==> src/design/drop_on_full_ring_with_burst_drain_core_macros.svh <==
// Assertion macros for the drop-on-full ring core.
// Included by the modules that carry concurrent checks; no other dependencies.
`ifndef DROP_ON_FULL_RING_WITH_BURST_DRAIN_CORE_MACROS_SVH
`define DROP_ON_FULL_RING_WITH_BURST_DRAIN_CORE_MACROS_SVH

// Same-cycle implication, disabled during reset.
`define DOFR_ASSERT_SAME(label, clk, rstn, ante, cons, msg) \
  label: assert property (@(posedge clk) disable iff (!rstn) (ante) |-> (cons)) \
    else $error(msg);

// Next-cycle implication, disabled during reset.
`define DOFR_ASSERT_NEXT(label, clk, rstn, ante, cons, msg) \
  label: assert property (@(posedge clk) disable iff (!rstn) (ante) |=> (cons)) \
    else $error(msg);

`endif

==> src/design/dofr_pkg.sv <==
// Shared types and codes for the drop-on-full ring core.
// No dependencies.
`timescale 1ns / 1ps

package dofr_pkg;

  // Width of the record word on the ports.
  localparam int RECORD_PORT_W = 64;

  typedef logic [RECORD_PORT_W-1:0] record_word_t;

  typedef logic [1:0] mode_t;
  localparam mode_t MODE_APPEND = 2'd0;
  localparam mode_t MODE_DRAIN  = 2'd1;
  localparam mode_t MODE_FLUSH  = 2'd2;

  typedef logic [2:0] kind_t;
  localparam kind_t KIND_APPENDED = 3'd0;
  localparam kind_t KIND_DROPPED  = 3'd1;
  localparam kind_t KIND_DRAINED  = 3'd2;
  localparam kind_t KIND_EMPTY    = 3'd3;
  localparam kind_t KIND_FLUSHED  = 3'd4;

endpackage

==> src/design/dofr_slot_ram.sv <==
// Slot storage for the ring: one write port, one read port, registered read data.
// Standalone; sized by the top level's parameters.
`timescale 1ns / 1ps

module dofr_slot_ram #(
  parameter int Depth = 64,
  parameter int Width = 64,
  parameter int AddrW = 6
) (
  input  logic             clk_i,
  input  logic             we_i,
  input  logic [AddrW-1:0] waddr_i,
  input  logic [Width-1:0] wdata_i,
  input  logic             re_i,
  input  logic [AddrW-1:0] raddr_i,
  output logic [Width-1:0] rdata_o
);

  logic [Width-1:0] mem [Depth];
  logic [Width-1:0] rdata_q;

  always_ff @(posedge clk_i) begin
    if (we_i) begin
      mem[waddr_i] <= wdata_i;
    end
    if (re_i) begin
      rdata_q <= mem[raddr_i];
    end
  end

  assign rdata_o = rdata_q;

endmodule

==> src/design/drop_on_full_ring_with_burst_drain_core.sv <==
// Drop-on-full ring core; depends on dofr_pkg, dofr_slot_ram and the assertion macros.
// Latency: append, flush and empty-drain results strobe in the cycle after acceptance.
// A drain holds busy_o while its records are read; each record strobes with the registered
// read data of its slot, one per cycle, paced by the single registered read port of the slot RAM.
// Throughput: one transaction per cycle while busy_o is low; results never stall.
// Reset clears pointers, counters and the sequencer; slot contents stay undefined.
`timescale 1ns / 1ps
`include "drop_on_full_ring_with_burst_drain_core_macros.svh"

module drop_on_full_ring_with_burst_drain_core #(
  parameter int RING_SLOTS  = 64,
  parameter int RECORD_BITS = 64
) (
  input  logic                  clk_i,
  input  logic                  rst_ni,
  input  logic                  start_i,
  output logic                  busy_o,
  input  dofr_pkg::mode_t       mode_i,
  input  dofr_pkg::record_word_t record_in_i,
  input  logic [5:0]            drain_limit_i,
  output logic                  strobe_o,
  output dofr_pkg::kind_t       kind_o,
  output dofr_pkg::record_word_t record_out_o,
  output logic                  last_o,
  output logic [31:0]           dropped_total_o,
  output logic [31:0]           produced_total_o
);

  localparam int IdxW = (RING_SLOTS > 1) ? $clog2(RING_SLOTS) : 1;
  localparam logic [IdxW-1:0] LastSlot = IdxW'(RING_SLOTS - 1);

  typedef enum logic {
    ST_IDLE,
    ST_DRAIN
  } state_e;

  state_e           state_q, state_d;
  logic [IdxW-1:0]  head_q, head_d;
  logic [IdxW-1:0]  tail_q, tail_d;
  logic [31:0]      drop_q, drop_d;
  logic [31:0]      prod_q, prod_d;
  logic [5:0]       remain_q, remain_d;
  logic             strobe_q, strobe_d;
  dofr_pkg::kind_t  kind_q, kind_d;
  logic             last_q, last_d;
  logic             sel_q, sel_d;

  logic                   ram_we;
  logic                   ram_re;
  logic [RECORD_BITS-1:0] ram_rdata;
  logic [IdxW-1:0]        head_nxt;
  logic [IdxW-1:0]        tail_nxt;

  function automatic logic [IdxW-1:0] adv(input logic [IdxW-1:0] idx);
    adv = (idx == LastSlot) ? '0 : idx + 1'b1;
  endfunction

  assign head_nxt = adv(head_q);
  assign tail_nxt = adv(tail_q);

  always_comb begin
    state_d  = state_q;
    head_d   = head_q;
    tail_d   = tail_q;
    drop_d   = drop_q;
    prod_d   = prod_q;
    remain_d = remain_q;
    strobe_d = 1'b0;
    kind_d   = kind_q;
    last_d   = 1'b0;
    sel_d    = 1'b0;
    ram_we   = 1'b0;
    ram_re   = 1'b0;
    unique case (state_q)
      ST_IDLE: begin
        if (start_i) begin
          unique case (mode_i)
            dofr_pkg::MODE_APPEND: begin
              strobe_d = 1'b1;
              last_d   = 1'b1;
              if (tail_nxt == head_q) begin
                // drop the newest record when full
                drop_d = drop_q + 32'd1;
                kind_d = dofr_pkg::KIND_DROPPED;
              end else begin
                ram_we = 1'b1;
                tail_d = tail_nxt;
                prod_d = prod_q + 32'd1;
                kind_d = dofr_pkg::KIND_APPENDED;
              end
            end
            dofr_pkg::MODE_DRAIN: begin
              if (drain_limit_i == 6'd0 || head_q == tail_q) begin
                strobe_d = 1'b1;
                last_d   = 1'b1;
                kind_d   = dofr_pkg::KIND_EMPTY;
              end else begin
                remain_d = drain_limit_i;
                state_d  = ST_DRAIN;
              end
            end
            dofr_pkg::MODE_FLUSH: begin
              head_d   = tail_q;
              strobe_d = 1'b1;
              last_d   = 1'b1;
              kind_d   = dofr_pkg::KIND_FLUSHED;
            end
            default: begin
            end
          endcase
        end
      end
      ST_DRAIN: begin
        // read the oldest slot; its data shows with next cycle's strobe
        ram_re   = 1'b1;
        head_d   = head_nxt;
        remain_d = remain_q - 6'd1;
        strobe_d = 1'b1;
        sel_d    = 1'b1;
        kind_d   = dofr_pkg::KIND_DRAINED;
        last_d   = (remain_q == 6'd1) || (head_nxt == tail_q);
        if (last_d) begin
          state_d = ST_IDLE;
        end
      end
    endcase
  end

  always_ff @(posedge clk_i or negedge rst_ni) begin
    if (!rst_ni) begin
      state_q  <= ST_IDLE;
      head_q   <= '0;
      tail_q   <= '0;
      drop_q   <= '0;
      prod_q   <= '0;
      remain_q <= '0;
      strobe_q <= 1'b0;
      kind_q   <= dofr_pkg::KIND_APPENDED;
      last_q   <= 1'b0;
      sel_q    <= 1'b0;
    end else begin
      state_q  <= state_d;
      head_q   <= head_d;
      tail_q   <= tail_d;
      drop_q   <= drop_d;
      prod_q   <= prod_d;
      remain_q <= remain_d;
      strobe_q <= strobe_d;
      kind_q   <= kind_d;
      last_q   <= last_d;
      sel_q    <= sel_d;
    end
  end

  dofr_slot_ram #(
    .Depth (RING_SLOTS),
    .Width (RECORD_BITS),
    .AddrW (IdxW)
  ) u_slot_ram (
    .clk_i   (clk_i),
    .we_i    (ram_we),
    .waddr_i (tail_q),
    .wdata_i (record_in_i[RECORD_BITS-1:0]),
    .re_i    (ram_re),
    .raddr_i (head_q),
    .rdata_o (ram_rdata)
  );

  assign busy_o           = (state_q == ST_DRAIN);
  assign strobe_o         = strobe_q;
  assign kind_o           = kind_q;
  assign last_o           = last_q;
  assign record_out_o     = sel_q ? dofr_pkg::record_word_t'(ram_rdata) : '0;
  assign dropped_total_o  = drop_q;
  assign produced_total_o = prod_q;

  `DOFR_ASSERT_SAME(a_single_last, clk_i, rst_ni,
    strobe_o && (kind_o != dofr_pkg::KIND_DRAINED), last_o,
    "single-result transaction without last")
  `DOFR_ASSERT_SAME(a_zero_record, clk_i, rst_ni,
    strobe_o && (kind_o != dofr_pkg::KIND_DRAINED), record_out_o == '0,
    "record word nonzero outside a drained result")
  `DOFR_ASSERT_SAME(a_drain_nonempty, clk_i, rst_ni,
    state_q == ST_DRAIN, (head_q != tail_q) && (remain_q != 6'd0),
    "drain sequencer running on an empty ring or spent limit")
  `DOFR_ASSERT_NEXT(a_drain_emits, clk_i, rst_ni,
    state_q == ST_DRAIN, strobe_o && (kind_o == dofr_pkg::KIND_DRAINED),
    "drain cycle did not produce a drained result")

endmodule
==> config.mk <==
export PLATFORM = sky130hd
export DESIGN_NAME = drop_on_full_ring_with_burst_drain_core
export DESIGN_NICKNAME = d
export VERILOG_FILES = /design/src/design/dofr_pkg.sv /design/src/design/dofr_slot_ram.sv /design/src/design/drop_on_full_ring_with_burst_drain_core.sv
export VERILOG_INCLUDE_DIRS = /design/src /design/src/design
export SDC_FILE = /design/constraint.sdc
export NUM_CORES = 2
export LEC_CHECK = 0
export ABC_AREA = 1
export BUFFER_PORTS_ARGS = -buffer_cell sky130_fd_sc_hd__buf_2
export CORE_UTILIZATION = 34
export DETAILED_ROUTE_END_ITERATION = 16
export PLACE_DENSITY = 0.55
export SYNTH_ARGS = -nofsm -noshare
export SYNTH_HDL_FRONTEND = slang
export SYNTH_HIERARCHICAL = 1
export SYNTH_SLANG_ARGS = --single-unit
==> constraint.sdc <==
create_clock -name clk_i -period 10.52 [get_ports clk_i]
set_input_delay 1.578 -clock clk_i [delete_from_list [all_inputs] [get_ports clk_i]]
set_output_delay 1.578 -clock clk_i [all_outputs]
set_load 0.1 [all_outputs]
**After elaboration in Yosys (flattened, before gate mapping)**

Memories as Yosys holds them, arrays and structs flattened. A register that Yosys moved wholly into a read port is not among the register bits.
Cells that the tools add are included.

- Memory bits (writable): 4096
- Output and inout bits: 134
- Logic and storage cells: 74
- Memories kept: 1
- Input port bits: 75
- Flip-flop bits (word level): 89

Memories:

| memory | depth | bits a word | read ports | clocked after Yosys merged registers in | wr ports | line | RTL |
|---|---|---|---|---|---|---|---|
| u_slot_ram.mem | 64 | 64 | 1 | 1 | 1 | dofr_slot_ram.sv:19 | `logic [Width-1:0] mem [Depth];` |

- Bitwise gates (word level): 2
- Multiplexer cells: 32
- Reduce and logical (&&, ||, !) cells: 10
- $add $sub $neg: 5
- Eq/ne operators: 14

Operators by type and width:

| cell | count |
|---|---|
| adder 32 x 1 -> 32 bit, second input constant | 2 |
| two-way mux 64 bit | 1 |
| two-way mux 6 bit | 7 |
| one-hot mux 6 bit (2 select lines) | 2 |
| equality test 6 bit | 3 |
| two-way mux 1 bit | 14 |
| adder 6 x 1 -> 6 bit, second input constant | 2 |
| equality test 6 bit, second input constant | 2 |
| one-hot mux 3 bit (3 select lines) | 1 |
| one-hot mux 1 bit (2 select lines) | 4 |
| AND reduction 4 bit | 2 |
| equality test 6 x 1 -> 1 bit, second input constant | 1 |
| zero test 6 bit | 1 |
| two-way mux 3 bit | 2 |
| one-hot mux 3 bit (2 select lines) | 1 |
| AND reduction 3 bit | 2 |
| subtractor 6 x 1 -> 6 bit, second input constant | 1 |
| != test 2 x 1 -> 1 bit, second input constant | 2 |
| != test 2 bit, second input constant | 2 |
| != test 4 x 1 -> 1 bit, second input constant | 1 |
| != test 3 bit, second input constant | 1 |
| equality test 2 x 1 -> 1 bit, second input constant | 1 |
| equality test 2 bit, second input constant | 1 |
| zero test 2 bit | 1 |
| 4 further kinds | 6 |

**Logic depth before layout (Yosys ltp)**

- Depth after elaboration: 9
- Mapped depth: 16
- Gate-level depth less buffers: 14

**Hierarchy**

The synthesis kept the hierarchy.

Modules (own cells, without submodules):

| module | area each (µm²) | cells each | instances | seq. area each (µm²) |
|---|---|---|---|---|
| dofr_slot_ram | 165946.7 | 13405 | 1 | 124919.8 |
| drop_on_full_ring_with_burst_drain_core | 6414.9 | 1006 | 1 | 2227.1 |

**Worst setup path after synthesis**

No wires, ideal clock.

- Path type: flip-flop to flip-flop
- Start: reg state_q (netlist: busy_o)
- End: mem u_slot_ram.mem[48][0] (enable)
- Slack: 0.638 ns
- Cell stages (with the launch flop): 8
- Data arrival time: 9.236 ns
- Setup time: 0.646 ns
- Required time: 9.874 ns
- Buffers on the path: 2
- Clock period less this slack: 9.882 ns
- Path through: dfrtp_1 -> nor2_1 -> nand2_4 -> inv_4 -> buf_2 -> clkbuf_1 -> nand4_1 -> nor4_1

- Cells in the longest elaborated chain, start to end: 3

RTL lines:

| item | line | RTL |
|---|---|---|
| start: declaration | drop_on_full_ring_with_burst_drain_core.sv:37 | `state_e state_q, state_d;` |
| start signal: assignment | drop_on_full_ring_with_burst_drain_core.sv:142 | `state_q <= state_d;` |
| two-way mux 1 bit | drop_on_full_ring_with_burst_drain_core.sv:74 | `unique case (state_q)` |
| named net ram_we | drop_on_full_ring_with_burst_drain_core.sv:48 | `logic ram_we;` |
| two-way mux 1 bit | dofr_slot_ram.sv:23 | `if (we_i) begin` |
| two-way mux 1 bit (implied by the code) | dofr_slot_ram.sv:24 | `mem[waddr_i] <= wdata_i;` |
| end: declaration | dofr_slot_ram.sv:19 |  |

The timed path passes the listed nets, and every way through them passes these cells.

**Worst setup path in the final report**

- Start: reg tail_q[1]
- End: mem u_slot_ram.mem[18][41] (enable)

- Cells in the longest elaborated chain, start to end: 9
- Elaborated cells on any way between the ends: 10
- Classes of those cells: add/sub (1); eq/ne (2); mux (7)

RTL lines:

| item | line | RTL |
|---|---|---|
| start: declaration | drop_on_full_ring_with_burst_drain_core.sv:39 | `logic [IdxW-1:0] tail_q, tail_d;` |
| start signal: assignment | drop_on_full_ring_with_burst_drain_core.sv:144 | `tail_q <= tail_d;` |
| adder 6 x 1 -> 6 bit or equality test 6 bit (tied branches) | drop_on_full_ring_with_burst_drain_core.sv:55 | `adv = (idx == LastSlot) ? '0 : idx + 1'b1;` |
| two-way mux 6 bit | drop_on_full_ring_with_burst_drain_core.sv:55 |  |
| equality test 6 bit | drop_on_full_ring_with_burst_drain_core.sv:81 | `if (tail_nxt == head_q) begin` |
| two-way mux 1 bit | drop_on_full_ring_with_burst_drain_core.sv:81 |  |
| two-way mux 1 bit | drop_on_full_ring_with_burst_drain_core.sv:77 | `unique case (mode_i)` |
| two-way mux 1 bit | drop_on_full_ring_with_burst_drain_core.sv:76 | `if (start_i) begin` |
| two-way mux 1 bit | drop_on_full_ring_with_burst_drain_core.sv:74 |  |
| two-way mux 1 bit | dofr_slot_ram.sv:23 |  |
| two-way mux 1 bit (implied by the code) | dofr_slot_ram.sv:24 |  |

Several ways; a longest one is shown, not always the timed one.

==> metrics.md <==
| Metric | Value |
|---|---|
| Yosys cell types | 37 |
| CP max FO | 49 |
| Skew-Pair Late Insertion Delay | around 1.1 ns |
| Initial antenna violation count | 37 |
| Post-synthesis instance total | between 10000 and 15000 |
| Run status | complete, no violations |
| Starting Density | between 30% and 40% |
| I/O pin total | ~210 |
| Die Span Y | 714 um |
| Worst IR drop on VDD | 223 uV |
| First-pass GRT wire length | 781000 um |
| Max-slew violations | 0 |
| Final worst setup slack | 4.38 ns |
| TritonRoute pass-1 iters | 6 |
| Vias in the first global route | 105669 |
| Post-synthesis xor/xnor area fraction | less than 1% |
| Worst Path Buf+Inv | 4 |
| Die ar. | 510000 um^2 |
| Leakage Power | between 60 and 70 nW |
| Total CTS buffers | approximately 440 |
| Root Driver | clkbuf_16 |
| Clock Tree Buf Depth | 4 |
| Ys async rst share | 2.09% |
| Total design power | 52.4 mW |
| Post-Syn Area | about 170000 um^2 |
| Simple-gate share of the synthesized area | around 22% |
| Htree depth | 5 |
| Relative slew slack | approximately a fifth |
| Hold wc startpoint | kind_o[0]$_DFFE_PN0P_ |
| Initial drt markers | between 10000 and 15000 |
| WL final | between 500000 and 600000 um |
| Compound-Gate Fraction of Synth Area | less than 1% |
| Post-route setup TNS | 0 ns |
| CTS Hold Bufs | 0 |
| Worst Path Required | about 11 ns |
| Post-CTS resize count | 0 |
| DRT antenna net count | 0 |
| Port Buf Inserts | about 210 |
| Top post-synthesis cells by area | edfxtp_1, nand3_1, nand2_1, buf_2, dfrtp_1 |
| Final period utilization | between 50% and 60% |
| Critical Path AT | between 6 and 7 ns |
| Hold_ws | around 0.47 ns |
| Max Cap Viol | 0 |
| Mapped Nets | 14497 |
| Row count | approximately 260 |
| Hold Fails Final Rpt | 0 |
| Synth cell count leaders | nand2_1, edfxtp_1, nand3_1, buf_2, inv_1 |
| CP Launch Point | tail_q[1]$_DFFE_PN0P_ |
| Number of synthesized flops with an enable pin | 4160 |
| Post-synth top area share | between 70 and 80% |
| Largest net degree at the start of global routing | roughly 210 |
| Layout cell share with drive strength beyond 1 | 8.01% |
| Synth Area in Adders | 0.0799% |
| CTS clock-pin slew for the worst setup and hold paths | about 0.060 ns |
| Final RePlAce weighted congestion | ~0.8 |
| Synth warnings | 6 |
| Most used flip-flop cell after synthesis | edfxtp_1 |
| Grt ovf | 0 |
| All-layer global routing usage | 20.7% |
| Delay-heaviest family, CP | simple AND/OR/NAND/NOR gates |
| Post-synthesis register bit count | around 4200 |
| Fmax | approximately 0.16 GHz |
| Synth Area per Inst | ~12 um^2 |
| Clk sinks | between 4000 and 5000 |
| Largest family of logic cells by synthesized area | simple AND/OR/NAND/NOR gates |
| Minimum clock period | ~6 ns |
| Drt wl/cell | around 25 um |
| Most frequent cell after synthesis | nand2_1 |
| WS Path Type | reg2reg |
| Die width | just over 700 um |
| Unrepaired setup endpoints after global routing | false |
| Worst Max-Slew Pin Slew | about 1.2 ns |
| Hold Path Class | reg2reg |
| Postcts setup bufs | 0 |
| Worst Setup End Kind | register |
| Vias | roughly 110k |
| Area delta synth->final | 12.5% |
| Layout net count | around 15000 |
| Area of the core | slightly above 500000 um^2 |
| CP max stage cell | dfrtp_1 |
| Placement Setup Slack | around 4.0 ns |
| Delay of the slowest critical-path stage | 0.87 ns |
| Post-synthesis mux area share | 0% |
| CTS tree | built |
| Seq/Total Area, Yosys | 73.8% |
| Vias per Instance | 5.29 |
| HPWL Detailed | 283000 um |
| # setup viols final | 0 |
| # DRC | 0 |
| Final Skew | a little over 0.1 ns |
| Dominant cell type by area after synthesis | edfxtp_1 |
| PD cells | about 270 nW/um^2 |
| R2R Path Start | tail_q[1]$_DFFE_PN0P_ |
| Critical Path Source Type | register |
| Crit-path most repeated cell | nand2_2 |
| Crit-path cells | ha_1 > nand2_2 > inv_2 > nand2_2 > nand3_1 > nand2_1 > nand2_1 > nand2_2 > nand2_2 > nand2_4 > inv_4 > nand4_1 > nor2_4 > buf_4 > buf_4 |
worst register-to-register path: cells and delay by family, from the launching register on:
| family | cells | cell delay [ns] |
|---|---|---|
| DFF | 1 | 0.87 |
| and+or+nand+nor | 10 | 2.55 |
| adders and majority gates | 1 | 0.36 |
| buffers and inverters | 4 | 1.94 |
layout make-up:
class	count	area [um^2]
Fill cell	48022	311000
Sequential cell	4249	127000
Multi-Input combinational cell	9069	40100
Clock buffer	561	11600
Tap cell	6706	8390
Timing Repair Buffer	497	3580
Clock inverter	241	2270
Inverter	171	704
Antenna cell	14	35.0
state kept, by name, summed over array words and instances (netlist names):
register            cells
produced_total_o       32
remain_q                6
strobe_o                1
kind_o                  3
sel_q                   1
dropped_total_o        32
busy_o                  1
head_q                  6
u_slot_ram/rdata_o     64
last_o                  1
tail_q                  6
u_slot_ram/mem       4096
power breakdown:
part | switching [mW] | leakage, nW | internal (mW)
Sequential | 0.401 | 38.6 | 19.0
Clock | 6.70 | 6.74 | 8.50
Combinational | 13.7 | 22.7 | 4.14
Total | 20.8 | 68.1 | 31.6
metrics by stage:
step	utilization (%)	cell area [um^2]	cells
global route	38.4	194000	21495
detailed placement	35.6	180000	20692
floorplan	-	172000	14411
finish	38.4	194000	21508
CTS	38.4	194000	21494
global placement	35.6	180000	20692
per-layer routing:
metal | routed length (um) | up-vias | global-route usage (%) | share of wire [%]
li1 | - | 51029 | - | -
met1 | 233000 | 57193 | 29.7 | 43
met2 | 253000 | 4817 | 33.0 | 46
met3 | 45200 | 818 | 2.83 | 8.3
met4 | 16700 | 6 | 5.99 | 3.0
met5 | 34 | - | 0 | 0.0062
kinds of logic after synthesis:
logic type / after synthesis
DFF: 4249
AOI/OAI and AO/OA: 65
buffers and inverters: 1093
and+or+nand+nor: 8940
adders and majority gates: 11
xor gates and xnor gates: 53
path summary, 6_finish.rpt:
path	endpoint	slack [ns]	cells after the start
max reg2reg	u_slot_ram/mem[18][41]$_DFFE_PP_	4.38	15
max in group asynchronous	busy_o$_DFF_PN0_	8.65	2
min	kind_o[0]$_DFFE_PN0P_	0.47	2
min reg2reg	kind_o[0]$_DFFE_PN0P_	0.47	2
max	u_slot_ram/mem[18][41]$_DFFE_PP_	4.38	15
min in group asynchronous	head_q[5]$_DFFE_PN0P_	0.58	1
placed cells by master, fill, tap and decap left out, types with 2 or more instances in the layout:
cell and instances:
diode_2 14, o221ai_1 2, clkinv_2 68, dfrtp_1 81
o22ai_1 2, inv_6 8, nand2_1 4821, nand4_1 24
nor2_1 95, buf_2 181, edfxtp_1 4160, clkinvlp_4 7
xnor2_1 24, clkinv_16 13, nand3_1 3888, nand3b_1 8
nor4_2 8, xor2_1 29, clkinv_1 105, ha_1 11
buf_4 292, inv_1 158, clkbuf_8 4, o21ai_1 29
dfrtp_4 8, o21ai_0 28, nor3_1 22, clkbuf_16 445
nand2_4 2, nand2_2 12, clkbuf_1 112, clkinv_8 2
buf_12 24, nor2_4 56, clkinv_4 6, bufinv_16 28
inv_2 5, inv_8 4, inv_16 7
Note: power is estimated with default switching activity, not from simulation.
